$ cat config.mk
export PLATFORM = sky130hd
export DESIGN_NAME = plb_front
export DESIGN_NICKNAME = d
export VERILOG_FILES = /design/src/rtl/core/plb_pkg.sv /design/src/rtl/core/plb_front.sv
export VERILOG_INCLUDE_DIRS = /design/src /design/src/rtl/core
export SDC_FILE = /design/constraint.sdc
export NUM_CORES = 1
export LEC_CHECK = 0
export BUFFER_PORTS_ARGS = -buffer_cell sky130_fd_sc_hd__buf_2
export CORE_MARGIN = 4
export CORE_UTILIZATION = 25
export CTS_BUF_LIST = sky130_fd_sc_hd__clkbuf_2
export CTS_CLUSTER_DIAMETER = 40
export DETAILED_ROUTE_END_ITERATION = 8
export PLACE_DENSITY = 0.5
export SETUP_SLACK_MARGIN = 0.1
export SLEW_MARGIN = 0
export SYNTH_ARGS = -nofsm -noshare
export SYNTH_HDL_FRONTEND = slang
export SYNTH_SLANG_ARGS = --single-unit
$ cat constraint.sdc
create_clock -name clk_i -period 5.6 [get_ports clk_i]
set_input_delay 1.4 -clock clk_i [delete_from_list [all_inputs] [get_ports clk_i]]
set_output_delay 1.4 -clock clk_i [all_outputs]
set_load 0.1 [all_outputs]
$ cat src/rtl/core/assert_macros.svh
// Assertion macros shared by the price level book RTL.
// Each macro expects clk_i and rst_ni to be visible where it is used.
`ifndef ASSERT_MACROS_SVH
`define ASSERT_MACROS_SVH

// General property, checked on every rising edge outside reset.
`define PLB_ASSERT(lbl, prop, msg) \
  lbl: assert property (@(posedge clk_i) disable iff (!rst_ni) (prop)) else $error(msg);

// Same-cycle implication built on the general form.
`define PLB_ASSERT_IMP(lbl, ante, cons, msg) \
  `PLB_ASSERT(lbl, (ante) |-> (cons), msg)

`endif

$ cat src/rtl/core/plb_pkg.sv
// Package for the price level book: operation codes, queue item type and defaults.
// Used by plb_front, plb_back and price_level_book.
package plb_pkg;

  localparam int unsigned LevelsDef = 64;

  typedef enum logic [1:0] {
    OP_ADD    = 2'd0,
    OP_REMOVE = 2'd1,
    OP_CLEAR  = 2'd2,
    OP_NOP    = 2'd3
  } op_e;

  typedef struct packed {
    op_e                op;
    logic               side;
    logic        [30:0] price;
    logic signed [31:0] qty;
  } item_t;

endpackage

$ cat src/rtl/core/plb_front.sv
// Front end of the price level book: accepts updates, decodes the function code
// and holds them in a two-entry queue. Depends on plb_pkg and assert_macros.svh.
`include "assert_macros.svh"

module plb_front (
  input  logic                clk_i,
  input  logic                rst_ni,
  input  logic                in_valid_i,
  output logic                in_stall_o,
  input  logic         [1:0]  func_i,
  input  logic                side_i,
  input  logic         [30:0] price_i,
  input  logic signed  [31:0] quantity_i,
  output logic                q_valid_o,
  output plb_pkg::item_t      q_item_o,
  input  logic                q_take_i
);
  import plb_pkg::*;

  logic [1:0] count_q;
  logic       wr_ptr_q;
  logic       rd_ptr_q;
  item_t      slot_q [2];
  item_t      item_in;
  op_e        op_in;
  logic       push;
  logic       pop;

  // Decode the function code into an operation.
  always_comb begin
    case (func_i)
      2'd0:    op_in = OP_ADD;
      2'd1:    op_in = OP_REMOVE;
      2'd2:    op_in = OP_CLEAR;
      default: op_in = OP_NOP;
    endcase
    item_in.op    = op_in;
    item_in.side  = side_i;
    item_in.price = price_i;
    item_in.qty   = quantity_i;
  end

  assign in_stall_o = (count_q == 2'd2);
  assign q_valid_o  = (count_q != 2'd0);
  assign q_item_o   = slot_q[rd_ptr_q];
  assign push       = in_valid_i && !in_stall_o;
  assign pop        = q_valid_o && q_take_i;

  // Queue pointers and occupancy.
  always_ff @(posedge clk_i or negedge rst_ni) begin
    if (!rst_ni) begin
      count_q  <= 2'd0;
      wr_ptr_q <= 1'b0;
      rd_ptr_q <= 1'b0;
    end else begin
      if (push) wr_ptr_q <= !wr_ptr_q;
      if (pop) rd_ptr_q <= !rd_ptr_q;
      if (push && !pop) count_q <= count_q + 2'd1;
      else if (pop && !push) count_q <= count_q - 2'd1;
    end
  end

  // Queue storage.
  always_ff @(posedge clk_i) begin
    if (push) slot_q[wr_ptr_q] <= item_in;
  end

  `PLB_ASSERT(a_count_bound, count_q != 2'd3, "queue occupancy out of range")
  `PLB_ASSERT_IMP(a_take_valid, q_take_i, q_valid_o, "back end took from an empty queue")
  `PLB_ASSERT(a_push_count, (push && !pop) |=> (count_q == $past(count_q) + 2'd1),
              "transfer into the queue lost")

endmodule

* After elaboration in Yosys (flattened, before gate mapping)
Memories as Yosys holds them, arrays and structs flattened.
Index checks and enable logic that the tools add are counted.
W data, S select, Z words.
** Storage, ports and cells
- Register bits after elaboration :: 4
- Memory bits (writable) :: 132
- Input port bits :: 70
- Output and inout bits :: 68
- Word-level logic and storage cells :: 26
- Memories kept :: 1
** Cells by class
- Add/subtract/negate cells :: 2
- Equality and inequality tests :: 3
- Multiplexer cells :: 5
- Reduce and logical (&&, ||, !) cells :: 12
** Memories
- slot_q :: depth 2, bits a word 66, read ports 1, clocked after memory_dff 0, wr ports 1, line plb_front.sv:23 : item_t slot_q [2];
** Operators with widths (count)
- $pmux W2 S3 :: 1
- $logic_not A1 Y1 :: 5
- $eq A2 B2 Y1 const B :: 2
- $logic_and A1 B1 Y1 :: 4
- $mux W2 :: 2
- $reduce_bool A2 Y1 :: 2
- $add A2 B1 Y2 const B :: 1
- $eq A2 B1 Y1 const B :: 1
- $logic_not A2 Y1 :: 1
- $mux W1 :: 2
- $sub A2 B1 Y2 const B :: 1

* Logic depth before layout (Yosys ltp)
- Depth after elaboration :: 7
- Depth in mapped cells :: 7
- Mapped depth without buffers :: 7

* Worst setup path before layout
OpenSTA, ideal clock, no wires.
- Path type :: input-to-reg
- Start point :: input port in_valid_i
- End point :: memory slot_q[0][0] in the netlist's numbering, enable pin
- Library setup time :: 490 ps
- Arrival :: 4247 ps
- Data required time :: 5110 ps
- Setup slack :: 862 ps
- Stages on the path :: 2
- Path buffers :: 0
- Path through :: nand2_1 > nor2_1
** On the way
- Cells in the longest elaborated chain, start to end :: 3
** RTL lines
- start: declaration :: line plb_front.sv:8 : input logic in_valid_i,
- $logic_and A1 B1 Y1 :: line plb_front.sv:46 : assign push = in_valid_i && !in_stall_o;
- $mux W1 :: line plb_front.sv:65 : if (push) slot_q[wr_ptr_q] <= item_in;
- $mux W1 (not written as such) :: line plb_front.sv:65
- end: declaration :: line plb_front.sv:23
No other way between the ends.

==> key figures <==
Critical path
  – Critical path data arrival time: 2.67 ns
  – Crit path largest cell delay: ~1.2 ns
  – Worst-path maximum fanout: 67
  – CP max-delay cell: dfrtp_4
  – Critical path buffer and inverter count: 1
  – Setup CP Type: reg -> out
  – Crit-path leading delay family: flip-flops
  – CP Capture Type: primary output
  – Worst endpoint required time: 4.20 ns
  – Reg2reg setup slack: 3.22 ns
  – Critical path, cell by cell: mux2_2, buf_2
  – Startpoint Class: flip-flop

Layout
  – Fillers: 1957
  – Reg area: just over 4000 sq um
  – N_diodes: 0
  – Fraction of layout cells with a size suffix above 1: 60.8%
  – Area of the multi-input gates: between 900 and 1000 sq um
  – Commonest non-fill, non-tap cell in the layout: buf_2
  – Area grow syn2layout: 22.6%
  – Fin nets: 446
  – Commonest non-fill, non-tap cells in the layout: 137 x buf_2, 132 x edfxtp_1, 36 x mux2_2

Synthesis
  – Post-Syn Area: between 5000 and 6000 sq um
  – Distinct cells, synth: 17
  – Synth Register Bits: roughly 140
  – Synthesized instance count: about 230
  – Seq/Total Area, Yosys: about 80%
  – Syn Nets: 297
  – Mean Syn Cell Area: 22.5 sq um
  – Synth Warn #: 0

Timing
  – RSZ-0062 raised after global routing: false
  – Clk_skew: 0.0344 ns
  – Post-route setup TNS: 0 ns
  – Final Hold Violating Endpoints: 0
  – Measured slew at the worst slew-check pin: 1.11 ns
  – Slew HR: roughly a quarter
  – Post-layout minimum cycle time: a little over 4 ns
  – Achievable frequency: 246 MHz
  – Final setup viols: 0
  – Period utilization: 72.6%
  – WHS: 0.503 ns
  – Max-slew violations: 0

Die
  – Core Area: 19700 sq um
  – Placement row count: between 50 and 60
  – Die area: 22700 sq um
  – Die width: between 150 and 200 microns
  – Initial Utilization: 25.8%
  – Die Height: around 150 microns
  – I/O pin cnt: roughly 140

Job
  – Maxcap violations: 0

Clock network
  – Root Buffer Master: clkbuf_2
  – TritonCTS clock tree: yes
  – Setup bufs post-CTS: 0
  – Clk Latency, worst-skew pair: 0.65 ns
  – Num CTS Buffers: 17
  – CTS clk-pin slew, worst paths: 0.20 ns
  – Htree depth: 4
  – # hold bufs at CTS: 0
  – Cts repair resizes: 0
  – CTS max path bufs: 2
  – CTS Sinks: 136

Detailed routing
  – Routed via count: about 2.5k
  – Total Routed Length: 9.94 mm
  – Average wire per standard cell: 15.2 microns
  – Iteration-0 DRC Markers: 46
  – DRC violations left: 0
  – Drt first pass iters: 4
  – Final ANT Viol Nets: 0
  – Vias/cell: 3.89

Global routing
  – Largest net degree at the start of global routing: 68
  – Total GRT Usage: 8.97%
  – Grt ovf: 0
  – Vias in the first global route: 2878
  – Initial antenna violation count: 1
  – Global-route wire length before repair: between 15 and 20 mm

Status
  – Status: completed

Worst hold path
  – Hold crit path type: in -> async

Place
  – Routability cong.: between 0.6 and 0.7
  – PortBufs: 137
  – DP HPWL: 6.32 mm
worst reg2reg max path, stage by stage, from the launching register on:
cell and delay, ns:
dfrtp_1 0.46, nand2b_1 0.17, nand2_1 0.14, nor2_4 0.83
buf_4 0.44
flip-flops by register name, indices dropped and copies added (netlist names):
signal / cells
wr_ptr_q: 1
slot_q: 132
rd_ptr_q: 1
count_q: 2
per-layer routing:
layer	routed length, microns	part of all wire, %	vias to the layer above	global-route usage, %
met2	4920	49	87	15.0
met4	131	1.3	2	3.84
met1	4180	42	1259	10.1
li1	-	-	1179	-
met5	13	0.13	-	0
met3	696	7.0	10	3.55
cell usage after synthesis:
master / number / area share, %
nor2_1: 2 / 0.15
nand2b_1: 1 / 0.12
buf_2: 3 / 0.30
edfxtp_1: 132 / 78
mux2_4: 30 / 8.9
dfrtp_1: 4 / 2.0
ha_1: 1 / 0.25
or2_2: 1 / 0.12
buf_6: 3 / 0.66
buf_4: 1 / 0.15
nand2_1: 2 / 0.15
xnor2_1: 3 / 0.52
xor2_1: 2 / 0.34
and3_1: 1 / 0.12
inv_1: 2 / 0.15
clkbuf_1: 2 / 0.15
mux2_2: 36 / 8.0
metrics by stage:
| step | util, % | cells | instance area [sq um] | worst slack (ns) |
|---|---|---|---|---|
| 2_1_floorplan | - | 226 | 5080 | 0.862 |
| 3_3_place_gp | 30.8 | 621 | 6070 | 2.19 |
| 3_5_place_dp | 30.8 | 621 | 6070 | 2.20 |
| 4_1_cts | 31.6 | 653 | 6230 | 1.34 |
| 5_1_grt | 31.6 | 653 | 6230 | 1.27 |
| 6_report | 31.6 | 653 | 6230 | 1.53 |
worst paths after layout:
path / start / to / depth (start not counted)
worst max-delay path: rd_ptr_q$_DFFE_PN0P_ / q_item_o[60] / 2
worst min-delay path: rst_ni / count_q[1]$_DFFE_PN0P_ / 1
worst max register to register: count_q[0]$_DFFE_PN0P_ / slot_q[0][5]$_DFFE_PP_ / 4
worst min register to register: count_q[1]$_DFFE_PN0P_ / count_q[1]$_DFFE_PN0P_ / 1
max in group asynchronous: rst_ni / rd_ptr_q$_DFFE_PN0P_ / 1
min in group clk_i: count_q[1]$_DFFE_PN0P_ / count_q[1]$_DFFE_PN0P_ / 1
layout make-up:
type / instances / share of cell area (%)
clock buffer: 21 / 1.69
clock inverter: 11 / 0.944
inverter: 2 / 0.121
multi-input combinational: 79 / 15.4
sequential: 136 / 65.3
tap: 265 / 5.32
timing repair buffer: 139 / 11.2
logic make-up after synthesis:
family	share of synthesized area, %
fa+ha+maj	0.246
mux	16.8
simple gates	0.665
flops	80.0
buf+inv	1.40
xor+xnor	0.862
Power is left out: the tool's default activity adds up to more than one toggle a clock period on the data nets, which glitch-free logic cannot reach.
